`src/hw/rtl/ctd_pkg.sv`:
```
package ctd_pkg;

    // Default width of the chunk size counter.
    localparam int SIZE_BITS_DEF = 32;

    // Width of the minimum-remaining estimate.
    localparam int MINREM_W = 33;

    // Framing characters.
    localparam logic [7:0] BYTE_CR   = 8'h0D;
    localparam logic [7:0] BYTE_LF   = 8'h0A;
    localparam logic [7:0] BYTE_SEMI = 8'h3B;
    localparam logic [7:0] BYTE_SP   = 8'h20;
    localparam logic [7:0] BYTE_TAB  = 8'h09;
    localparam logic [7:0] CASE_BIT  = 8'h20;

    // Parse states.
    typedef enum logic [3:0] {
        ST_START       = 4'd0,
        ST_SIZE        = 4'd1,
        ST_EXT         = 4'd2,
        ST_EXT_CR      = 4'd3,
        ST_DATA        = 4'd4,
        ST_AFTER       = 4'd5,
        ST_AFTER_CR    = 4'd6,
        ST_LAST_EXT    = 4'd7,
        ST_LAST_EXT_CR = 4'd8,
        ST_TRAILER     = 4'd9,
        ST_TRAILER_CR  = 4'd10,
        ST_THDR        = 4'd11,
        ST_THDR_CR     = 4'd12
    } t_parse_state;

    // Byte classification.
    typedef enum logic [1:0] {
        K_FRAME   = 2'd0,
        K_PAYLOAD = 2'd1,
        K_DONE    = 2'd2,
        K_ERROR   = 2'd3
    } t_kind;

    // Outcome of one byte that does not depend on the size width.
    typedef struct packed {
        t_kind                kind;
        t_parse_state         state;
        logic [7:0]           payload_byte;
        logic [MINREM_W-1:0]  min_remaining;
    } t_step_res;

endpackage

```
`src/hw/rtl/ctd_if.sv`:
```
// Input channel: one raw byte per beat.
interface ctd_in_if;
    logic       valid;
    logic       ready;
    logic [7:0] data_byte;
    logic       buffer_end;

    modport source (output valid, output data_byte, output buffer_end, input ready);
    modport sink   (input valid, input data_byte, input buffer_end, output ready);
endinterface

// Output channel: one classified byte per beat.
interface ctd_out_if;
    logic        valid;
    logic        ready;
    logic [1:0]  kind;
    logic [7:0]  payload_byte;
    logic [32:0] min_remaining;
    logic        end_of_buffer;

    modport source (output valid, output kind, output payload_byte,
                    output min_remaining, output end_of_buffer, input ready);
    modport sink   (input valid, input kind, input payload_byte,
                    input min_remaining, input end_of_buffer, output ready);
endinterface

```
`src/hw/rtl/chunked_transfer_decoder_unit.sv`:
```
// An accepted input beat reaches its result beat through the input register, then the
// result register; throughput: one byte per cycle while o_out.ready does not stall
// the result register.
// Reset (i_rst_n low at a clock edge) returns the parser to chunk start with a zero
// size, clears a latched error and empties both registers.
module chunked_transfer_decoder_unit
    import ctd_pkg::*;
#(
    parameter int SIZE_BITS = SIZE_BITS_DEF
) (
    input  logic          i_clk,
    input  logic          i_rst_n,
    ctd_in_if.sink        i_in,
    ctd_out_if.source     o_out
);

    // Input register.
    logic                 r_in_valid;
    logic [7:0]           r_in_byte;
    logic                 r_in_end;

    // Parser state.
    t_parse_state         r_state;
    logic [SIZE_BITS-1:0] r_chunk;
    logic                 r_err;

    // Result register.
    logic                 r_out_valid;
    logic [1:0]           r_out_kind;
    logic [7:0]           r_out_payload;
    logic [MINREM_W-1:0]  r_out_minrem;
    logic                 r_out_end;

    t_step_res            step_res;
    logic [SIZE_BITS-1:0] step_chunk;
    logic                 advance;

    ctd_step #(
        .SIZE_BITS (SIZE_BITS)
    ) u_step (
        .i_state (r_state),
        .i_chunk (r_chunk),
        .i_byte  (r_in_byte),
        .o_res   (step_res),
        .o_chunk (step_chunk)
    );

    // Pipeline flow control.
    assign advance    = r_in_valid && (!r_out_valid || o_out.ready);
    assign i_in.ready = !r_in_valid || advance;

    // Input register loads on each accepted beat.
    always_ff @(posedge i_clk) begin
        if (!i_rst_n) begin
            r_in_valid <= 1'b0;
        end else if (i_in.ready) begin
            r_in_valid <= i_in.valid;
        end
        if (i_in.valid && i_in.ready) begin
            r_in_byte <= i_in.data_byte;
            r_in_end  <= i_in.buffer_end;
        end
    end

    // Parser state update; an error freezes the parser until reset.
    always_ff @(posedge i_clk) begin
        if (!i_rst_n) begin
            r_state <= ST_START;
            r_chunk <= '0;
            r_err   <= 1'b0;
        end else if (advance && !r_err) begin
            if (step_res.kind == K_ERROR) begin
                r_err <= 1'b1;
            end else begin
                r_state <= step_res.state;
                r_chunk <= step_chunk;
            end
        end
    end

    // Result register.
    always_ff @(posedge i_clk) begin
        if (!i_rst_n) begin
            r_out_valid <= 1'b0;
        end else if (advance) begin
            r_out_valid <= 1'b1;
        end else if (o_out.ready) begin
            r_out_valid <= 1'b0;
        end
        if (advance) begin
            r_out_end <= r_in_end;
            if (r_err) begin
                r_out_kind    <= K_ERROR;
                r_out_payload <= 8'd0;
                r_out_minrem  <= '0;
            end else begin
                r_out_kind    <= step_res.kind;
                r_out_payload <= step_res.payload_byte;
                r_out_minrem  <= step_res.min_remaining;
            end
        end
    end

    assign o_out.valid         = r_out_valid;
    assign o_out.kind          = r_out_kind;
    assign o_out.payload_byte  = r_out_payload;
    assign o_out.min_remaining = r_out_minrem;
    assign o_out.end_of_buffer = r_out_end;

endmodule

```
`src/hw/rtl/ctd_step.sv`:
```
module ctd_step
    import ctd_pkg::*;
#(
    parameter int SIZE_BITS = SIZE_BITS_DEF
) (
    input  t_parse_state         i_state,
    input  logic [SIZE_BITS-1:0] i_chunk,
    input  logic [7:0]           i_byte,
    output t_step_res            o_res,
    output logic [SIZE_BITS-1:0] o_chunk
);

    localparam int SUM_W = (SIZE_BITS + 1 > MINREM_W + 1) ? SIZE_BITS + 1 : MINREM_W + 1;

    t_parse_state         eff_state;
    t_parse_state         n_state;
    logic [SIZE_BITS-1:0] n_chunk;
    t_kind                kind;
    logic                 is_hex;
    logic [3:0]           hex_val;
    logic [7:0]           lower;
    logic                 is_ext;
    logic                 chunk_nz;
    logic [SUM_W-1:0]     addend;
    logic                 use_const;
    logic [SUM_W-1:0]     sum;
    logic [MINREM_W-1:0]  min_rem;

    // Hex digit decode.
    always_comb begin
        lower   = i_byte | CASE_BIT;
        is_hex  = 1'b0;
        hex_val = 4'd0;
        if (i_byte >= 8'h30 && i_byte <= 8'h39) begin
            is_hex  = 1'b1;
            hex_val = 4'(i_byte - 8'h30);
        end else if (lower >= 8'h61 && lower <= 8'h66) begin
            is_hex  = 1'b1;
            hex_val = 4'(lower - 8'h57);
        end
    end

    assign is_ext   = (i_byte == BYTE_SEMI) || (i_byte == BYTE_SP) || (i_byte == BYTE_TAB);
    assign chunk_nz = (i_chunk != '0);

    // Next parse state and chunk size for this byte.
    always_comb begin
        eff_state = (i_state == ST_DATA && !chunk_nz) ? ST_AFTER : i_state;
        n_state   = eff_state;
        n_chunk   = i_chunk;
        kind      = K_FRAME;
        unique case (eff_state)
            ST_START: begin
                if (!is_hex) begin
                    kind = K_ERROR;
                end else begin
                    n_chunk = SIZE_BITS'(hex_val);
                    n_state = ST_SIZE;
                end
            end
            ST_SIZE: begin
                if (is_hex) begin
                    if (i_chunk[SIZE_BITS-1 -: 4] != 4'd0) begin
                        kind = K_ERROR;
                    end else begin
                        n_chunk = {i_chunk[SIZE_BITS-5:0], hex_val};
                    end
                end else if (i_byte == BYTE_CR) begin
                    n_state = chunk_nz ? ST_EXT_CR : ST_LAST_EXT_CR;
                end else if (i_byte == BYTE_LF) begin
                    n_state = chunk_nz ? ST_DATA : ST_TRAILER;
                end else if (is_ext) begin
                    n_state = chunk_nz ? ST_EXT : ST_LAST_EXT;
                end else begin
                    kind = K_ERROR;
                end
            end
            ST_EXT: begin
                if (i_byte == BYTE_CR) begin
                    n_state = ST_EXT_CR;
                end else if (i_byte == BYTE_LF) begin
                    n_state = ST_DATA;
                end
            end
            ST_EXT_CR: begin
                if (i_byte == BYTE_LF) n_state = ST_DATA;
                else kind = K_ERROR;
            end
            ST_DATA: begin
                kind    = K_PAYLOAD;
                n_chunk = i_chunk - SIZE_BITS'(1);
                if (n_chunk == '0) n_state = ST_AFTER;
            end
            ST_AFTER: begin
                if (i_byte == BYTE_CR) begin
                    n_state = ST_AFTER_CR;
                end else if (i_byte == BYTE_LF) begin
                    n_state = ST_START;
                end
            end
            ST_AFTER_CR: begin
                if (i_byte == BYTE_LF) n_state = ST_START;
                else kind = K_ERROR;
            end
            ST_LAST_EXT: begin
                if (i_byte == BYTE_CR) begin
                    n_state = ST_LAST_EXT_CR;
                end else if (i_byte == BYTE_LF) begin
                    n_state = ST_TRAILER;
                end
            end
            ST_LAST_EXT_CR: begin
                if (i_byte == BYTE_LF) n_state = ST_TRAILER;
                else kind = K_ERROR;
            end
            ST_TRAILER: begin
                if (i_byte == BYTE_CR) begin
                    n_state = ST_TRAILER_CR;
                end else if (i_byte == BYTE_LF) begin
                    kind = K_DONE;
                end else begin
                    n_state = ST_THDR;
                end
            end
            ST_TRAILER_CR: begin
                if (i_byte == BYTE_LF) kind = K_DONE;
                else kind = K_ERROR;
            end
            ST_THDR: begin
                if (i_byte == BYTE_CR) begin
                    n_state = ST_THDR_CR;
                end else if (i_byte == BYTE_LF) begin
                    n_state = ST_TRAILER;
                end
            end
            ST_THDR_CR: begin
                if (i_byte == BYTE_LF) n_state = ST_TRAILER;
                else kind = K_ERROR;
            end
            default: begin
                kind = K_ERROR;
            end
        endcase

        // End of message returns to the start of the next chunk.
        if (kind == K_DONE) begin
            n_state = ST_START;
            n_chunk = '0;
        end
    end

    // Lower bound on bytes still to come, from the state after this byte.
    always_comb begin
        use_const = 1'b1;
        addend    = SUM_W'(2);
        unique case (n_state)
            ST_START:                        addend = SUM_W'(3);
            ST_SIZE: begin
                use_const = (n_chunk == '0);
                addend    = use_const ? SUM_W'(2) : SUM_W'(5);
            end
            ST_EXT, ST_EXT_CR: begin
                use_const = 1'b0;
                addend    = SUM_W'(5);
            end
            ST_DATA: begin
                use_const = 1'b0;
                addend    = SUM_W'(4);
            end
            ST_AFTER, ST_AFTER_CR:           addend = SUM_W'(4);
            ST_LAST_EXT, ST_LAST_EXT_CR:     addend = SUM_W'(2);
            ST_TRAILER, ST_TRAILER_CR:       addend = SUM_W'(1);
            default:                         addend = SUM_W'(2);
        endcase
        sum = use_const ? addend : (SUM_W'(n_chunk) + addend);
        if (sum > SUM_W'({MINREM_W{1'b1}})) begin
            min_rem = {MINREM_W{1'b1}};
        end else begin
            min_rem = sum[MINREM_W-1:0];
        end
    end

    // Pack the result; errors and message end carry no estimate.
    always_comb begin
        o_res.kind          = kind;
        o_res.state         = n_state;
        o_res.payload_byte  = (kind == K_PAYLOAD) ? i_byte : 8'd0;
        o_res.min_remaining = (kind == K_FRAME || kind == K_PAYLOAD) ? min_rem : '0;
        o_chunk             = n_chunk;
    end

endmodule
```
`src/flat_wrapper.sv`:
```
// flat-port wrapper written by rule: the top's interface ports become plain ports
module chunked_transfer_decoder_unit_flat import ctd_pkg::*;
#(
    parameter int SIZE_BITS = SIZE_BITS_DEF
)
  (i_clk, i_rst_n, i_in_valid, i_in_data_byte, i_in_buffer_end, i_in_ready, o_out_valid, o_out_kind, o_out_payload_byte, o_out_min_remaining, o_out_end_of_buffer, o_out_ready);
  ctd_in_if i_in_i ();
  ctd_out_if o_out_i ();
  input  logic i_clk;
  input  logic i_rst_n;
  input wire logic [$bits(i_in_i.valid)-1:0] i_in_valid;
  input wire logic [$bits(i_in_i.data_byte)-1:0] i_in_data_byte;
  input wire logic [$bits(i_in_i.buffer_end)-1:0] i_in_buffer_end;
  output wire logic [$bits(i_in_i.ready)-1:0] i_in_ready;
  output wire logic [$bits(o_out_i.valid)-1:0] o_out_valid;
  output wire logic [$bits(o_out_i.kind)-1:0] o_out_kind;
  output wire logic [$bits(o_out_i.payload_byte)-1:0] o_out_payload_byte;
  output wire logic [$bits(o_out_i.min_remaining)-1:0] o_out_min_remaining;
  output wire logic [$bits(o_out_i.end_of_buffer)-1:0] o_out_end_of_buffer;
  input wire logic [$bits(o_out_i.ready)-1:0] o_out_ready;
  assign i_in_i.valid = i_in_valid;
  assign i_in_i.data_byte = i_in_data_byte;
  assign i_in_i.buffer_end = i_in_buffer_end;
  assign i_in_ready = i_in_i.ready;
  assign o_out_valid = o_out_i.valid;
  assign o_out_kind = o_out_i.kind;
  assign o_out_payload_byte = o_out_i.payload_byte;
  assign o_out_min_remaining = o_out_i.min_remaining;
  assign o_out_end_of_buffer = o_out_i.end_of_buffer;
  assign o_out_i.ready = o_out_ready;
  chunked_transfer_decoder_unit #(.SIZE_BITS(SIZE_BITS)) u_core (.i_clk(i_clk), .i_rst_n(i_rst_n), .i_in(i_in_i), .o_out(o_out_i));
endmodule
```
`config.mk`:
```
export PLATFORM = sky130hd
export DESIGN_NAME = chunked_transfer_decoder_unit_flat
export DESIGN_NICKNAME = d
export VERILOG_FILES = /design/src/hw/rtl/ctd_pkg.sv /design/src/hw/rtl/ctd_if.sv /design/src/hw/rtl/chunked_transfer_decoder_unit.sv /design/src/hw/rtl/ctd_step.sv /design/src/flat_wrapper.sv
export SDC_FILE = /design/constraint.sdc
export NUM_CORES = 1
export LEC_CHECK = 0
export ABC_AREA = 1
export BUFFER_PORTS_ARGS = -buffer_cell sky130_fd_sc_hd__buf_4
export CAP_MARGIN = 10
export CELL_PAD_IN_SITES_DETAIL_PLACEMENT = 0
export CELL_PAD_IN_SITES_GLOBAL_PLACEMENT = 1
export CORE_MARGIN = 2
export CORE_UTILIZATION = 44
export DETAILED_ROUTE_END_ITERATION = 10
export GPL_TIMING_DRIVEN = 0
export PLACE_DENSITY_LB_ADDON = 0.25
export REMOVE_ABC_BUFFERS = 1
export SYNTH_ARGS = -nofsm -noshare
export SYNTH_HDL_FRONTEND = slang
export SYNTH_SLANG_ARGS = --single-unit
export TNS_END_PERCENT = 20
```
`constraint.sdc`:
```
create_clock -name i_clk -period 5.4 [get_ports i_clk]
set_clock_uncertainty 0.05 [all_clocks]
set_input_delay 0.54 -clock i_clk [delete_from_list [all_inputs] [get_ports i_clk]]
set_output_delay 0.54 -clock i_clk [all_outputs]
set_load 0.005 [all_outputs]
```
Word-level counts from Yosys, hierarchy flattened
Cells that the tools add are included.

Eq/ne operators: 29. Multiplexer cells: 48. Order comparisons: 5. Bitwise logic cells: 3. Reductions and logical operators: 34. Add/sub/neg operators: 4.

Operator list (number): $mux 32 (4); $pmux 32 s3 (1); $mux 4 (21); $logic_not 32->1 (2); $pmux 4 s11 (1); $add 32x34->34 (1); $gt 34x33->1 const B (1); $mux 34 (1); $mux 33 (1); $eq 4x3->1 const B (8); $reduce_bool 32->1 (1); $sub 32x1->32 const B (1); $eq 4x4->1 const B (7); $eq 8x4->1 const B (3); $mux 2 (9); $eq 4x2->1 const B (4); $eq 8x6->1 const B (2); $pmux 3 s5 (1); $pmux 2 s7 (1); $reduce_or 2->1 (5); $eq 4x1->1 const B (2); $ge 8x6->1 const B (1); $ge 8x7->1 const B (1); $le 8x6->1 const B (1); other kinds (19) (43).

Register bits: 92. Input bits: 13. Output and inout port bits: 46.

Depth between registers and ports, before layout
Depth in word-level cells: 17. Gate-level depth with buffers: 31. Gate-level depth less buffers: 30.

Hierarchy
A second synthesis with hierarchy kept.

Cells, all modules: 1380. Area, all modules: 8438.1 um2.

By module, submodules not included: ctd_step (times used 1, area an instance 4799.6 um2, cells an instance 987); chunked_transfer_decoder_unit (times used 1, area an instance 3638.5 um2, cells an instance 393).

Worst setup path before layout
No wires, ideal clock.

Path kind: register to register. From: reg u_core.r_in_byte[1]. To: reg u_core.r_out_minrem[32] (netlist: u_core.o_out.min_remaining[32]), data pin. Buffers on the path: 1. Required time: 5.082 ns. Path slack: 1.416 ns. Arrival: 3.666 ns. Library setup time: 0.268 ns. Period minus slack after synthesis: 3.984 ns. Cell stages (with the launch flop): 30. Cell sequence: edfxtp_1 > inv_1 > ha_1 > inv_1 > nand3_1 > nand3_1 > nand2_4 > inv_2 > nand2_1 > nand3_1 > nor2_4 > nand2_4 > buf_6 > o21ai_0 > nand2_1 > nor2_1 > nand2_1 > o21ai_0 > nand3_1 > ha_1 > fa_1 > a21oi_1 > nand3b_2 > nor2_2 > nand2_2 > nor2_1 > nand2_1 > nor2_1 > nand3_1 > nor3_2.

Longest elaborated chain between the ends: 17. Elaborated cells on any way between the ends: 77. Those cells by class: add/sub: 3; order compare: 5; eq/ne: 15; mux: 40; bitwise: 1; reduce/logical: 13.

RTL lines: start, declared (RTL line chunked_transfer_decoder_unit.sv:19) `logic [7:0] r_in_byte;`; start signal, assigned (RTL line chunked_transfer_decoder_unit.sv:60) `r_in_byte <= i_in.data_byte;`; parallel branches: the longest is 17 deep, another holds $add 32x34->34; end signal, assigned (RTL line chunked_transfer_decoder_unit.sv:99) `r_out_minrem <= step_res.min_remaining;`; end, declared (RTL line chunked_transfer_decoder_unit.sv:31) `logic [MINREM_W-1:0] r_out_minrem;`.

Parallel ways; which one is timed is not known. A chain may end at the register's enable or synchronous reset.

Worst setup path in the final report
From: reg u_core.r_in_byte[0]. To: reg u_core.r_out_minrem[15] (netlist: u_core.o_out.min_remaining[15]), data pin.

The elaborated chain is that of the path after synthesis.

==> metrics <==
die span in x=between 100 and 150 um; CTS clk-pin slew, worst paths=0.08 ns; DP HPWL=roughly 19000 um; Min-Delay Startpoint=i_in_data_byte[1]; Worst Hold Class=in -> reg; max frequency=around 200 MHz; # setup viols final=0; Post-route DRC=0; antenna cells=0; Mapped Cells=approximately 1200; I/O pin count=between 50 and 60; Worst Setup SP=u_core.r_in_byte[0]; # port buffers=58; Final Max Slew Viols=0; worst reg2reg path startpoint=u_core.r_in_byte[0]; routability-driven placement congestion ratio=0.951; layout cells sized above 1=13.3%; number of global-route vias before repair=7349; Synthesis Warnings=0; worst reg2reg endpoint=u_core.o_out.min_remaining[15]; Setup CP Type=reg -> reg; Synth cell types=41; Die Span Y=between 100 and 150 um; Die Footprint=~0.019 mm2; Worst Max-Slew Pin Slew=approximately 0.98 ns; gr busiest metal=met2; Starting Density=44.9%; Slowest cell on crit path=edfxtp_1; FF-to-FF setup slack=between 0.3 and 0.4 ns; area delta synth->final=11.8%; Max Cap Viol=0; mapped cell area=roughly 0.0078 mm2; M1 GR Usage=roughly 35%; clock buffer depth=2; CTS H-tree depth=3; Most Frequent Cell on Critical Path=nand2_1; Core Box Area=~0.017 mm2; CTS tree=built; Setup crit end=u_core.o_out.min_remaining[15]; FFs w/ async S/R, synth=0%; Max-slew headroom=around a third; worst reg-to-reg path cell count=25; total grt overflow=0; top_reg_cell synth=edfxtp_1; Fin. Hold Viols=0; Seq/Total Area, Yosys=a little under a third; fill count=~1900; initial antenna violation count=0; flops & latches, synth=between 90 and 100; Via density=approximately 5.5; Setup crit end kind=flip-flop; Initial DRC Count=between 700 and 800; antenna viol nets, final=0; # rows=48; Avg Inst Size Synth=between 6 and 7 um2; CTS sink count=slightly above 90; clk root buf=clkbuf_16; minimum clock period=a little over 5 ns; Avg WL per Cell=around 18 um; Clock Latency Late Sink=approximately 0.37 ns; drt pass-1 iters=5; CP Max Fanout=13; via count=between 8000 and 9000; GR Util met3=under 10%; largest stage delay on the critical path=0.43 ns; CP Data Arrival Time=approximately 5 ns; Total Wirelength=roughly 26000 um; Post-synth EDFFs=53; fin nets=1290; largest net degree at the start of global routing=between 70 and 80; WP data required=between 5 and 6 ns; Critical Path Start Type=flip-flop; GRT Total Usage=between 20 and 30%; outcome=complete, no violations; fin crit share=between 90 and 100%; GR Util met2=48.2%; Worst Hold Margin=0.301 ns; Num CTS Buffers=9; first-pass GRT wire length=approximately 40000 um
[cell families (layout without fill, tap and decap cells)]
logic type / count (synthesis) / count (layout) / share of synthesized area (%)
compound gates: 180 / 180 / 12.6
buf+inv: 173 / 207 / 9.75
xor+xnor: 22 / 22 / 2.48
fa+ha+maj: 11 / 11 / 1.87
simple gates: 756 / 759 / 42.8
flops: 92 / 92 / 30.5
[metrics by stage]
stage | TNS, ns | std cells | utilization, % | worst slack, ns | cell area [um2]
4_1_cts | 0 | 1489 | 49.4 | 0.0352 | 8550
3_5_place_dp | -5.56 | 1472 | 47.6 | -0.335 | 8230
5_1_grt | -0.00861 | 1496 | 50.2 | -0.00607 | 8680
2_1_floorplan | 0 | 1188 | - | 1.07 | 7490
3_3_place_gp | -5.80 | 1471 | 47.4 | -0.336 | 8200
6_report | 0 | 1496 | 50.2 | 0.339 | 8680
[routing by layer]
| metal | vias to the layer above | share of wire (%) |
|---|---|---|
| met4 | 0 | 2.8 |
| met1 | 3782 | 43 |
| met5 | - | 0 |
| met3 | 40 | 6.0 |
| li1 | 4089 | - |
| met2 | 261 | 48 |
[layout by cell type (no fill, tap or decap), types with 12 or more instances in the layout]
| master | instances |
|---|---|
| inv_2 | 15 |
| nor2_2 | 20 |
| nor2_1 | 182 |
| nand3_1 | 101 |
| nor3_2 | 12 |
| nand2_2 | 13 |
| inv_1 | 112 |
| nand4_1 | 14 |
| xor2_1 | 17 |
| o21ai_0 | 73 |
| nand2_1 | 366 |
| dfxtp_1 | 39 |
| a21oi_1 | 64 |
| buf_4 | 63 |
| edfxtp_1 | 53 |
| nor3_1 | 23 |
[flip-flops by register name, summed over array words and instances, names as in the netlist]
register / cells
u_core.r_in_byte: 8
u_core.o_out.end_of_buffer: 1
u_core.o_out.payload_byte: 8
u_core.o_out.valid: 1
u_core.r_state: 4
u_core.o_out.kind: 2
u_core.r_chunk: 32
u_core.r_in_end: 1
u_core.r_err: 1
u_core.o_out.min_remaining: 33
u_core.r_in_valid: 1
[area by class of cell]
type                            instances  area, um2  area share (%)
Timing Repair Buffer                   64        500            5.76
Multi-Input combinational cell        972       4760            54.8
Inverter                              127        477            5.49
Sequential cell                        92       2370            27.3
Clock inverter                          7       67.6           0.778
Tap cell                              225        282            3.24
Clock buffer                            9        225            2.59
[synthesized netlist by cell type, types with 2 or more instances]
master / n / area share (%)
a21oi_1: 64 / 4.1
nor3_2: 12 / 1.5
a211oi_1: 10 / 0.97
nor2_4: 6 / 0.87
a22oi_1: 2 / 0.19
nor2_2: 20 / 1.6
inv_2: 14 / 0.68
nor3_1: 23 / 1.5
xnor2_1: 5 / 0.56
edfxtp_1: 53 / 20
buf_6: 7 / 1.0
buf_2: 14 / 0.90
nand2_2: 11 / 0.89
dfxtp_1: 39 / 10
buf_4: 7 / 0.68
inv_1: 113 / 5.5
o21ai_1: 10 / 0.64
clkbuf_1: 17 / 0.82
nand2_4: 3 / 0.43
nand2_1: 370 / 18
o211ai_1: 5 / 0.48
xor2_1: 17 / 1.9
nand3_1: 105 / 6.8
nor2_1: 184 / 8.9
o22ai_1: 9 / 0.72
nand4_1: 14 / 1.1
o21ai_0: 73 / 4.7
ha_1: 10 / 1.6
nand3_2: 2 / 0.26
a21oi_2: 3 / 0.34
o21a_1: 2 / 0.19
[worst max-delay path: cells and delay by family, from the launching register on]
family	cells	cell delay (ns)
flops	1	0.43
fa+ha+maj	2	0.58
compound gates	5	0.96
simple gates	15	2.20
xor+xnor	1	0.21
buf+inv	2	0.32
[how the worst min path moves through the flow]
stage,endpoint,slack [ns],cells after the start
floorplan,u_core.o_out.end_of_buffer,0.35,0
global placement,u_core.o_out.end_of_buffer,0.35,0
CTS,u_core.r_in_byte[0],0.29,1
detailed placement,u_core.o_out.end_of_buffer,0.38,0
finish,u_core.r_in_byte[1],0.30,1
global route,u_core.r_in_byte[0],0.29,1
[what timing repair did]
| item | in CTS | in global routing |
|---|---|---|
| hold buffers | 0 | 0 |
| endpoints found under the setup margin | 28 | 28 |
| pin swaps | 1 | 6 |
| setup buffers | 1 | 4 |
| cloned | 0 | 3 |
| resized for setup | 3 | 14 |
Power is not shown: default switching activity piles up to over one toggle a cycle in this logic, so the estimate is an artifact.
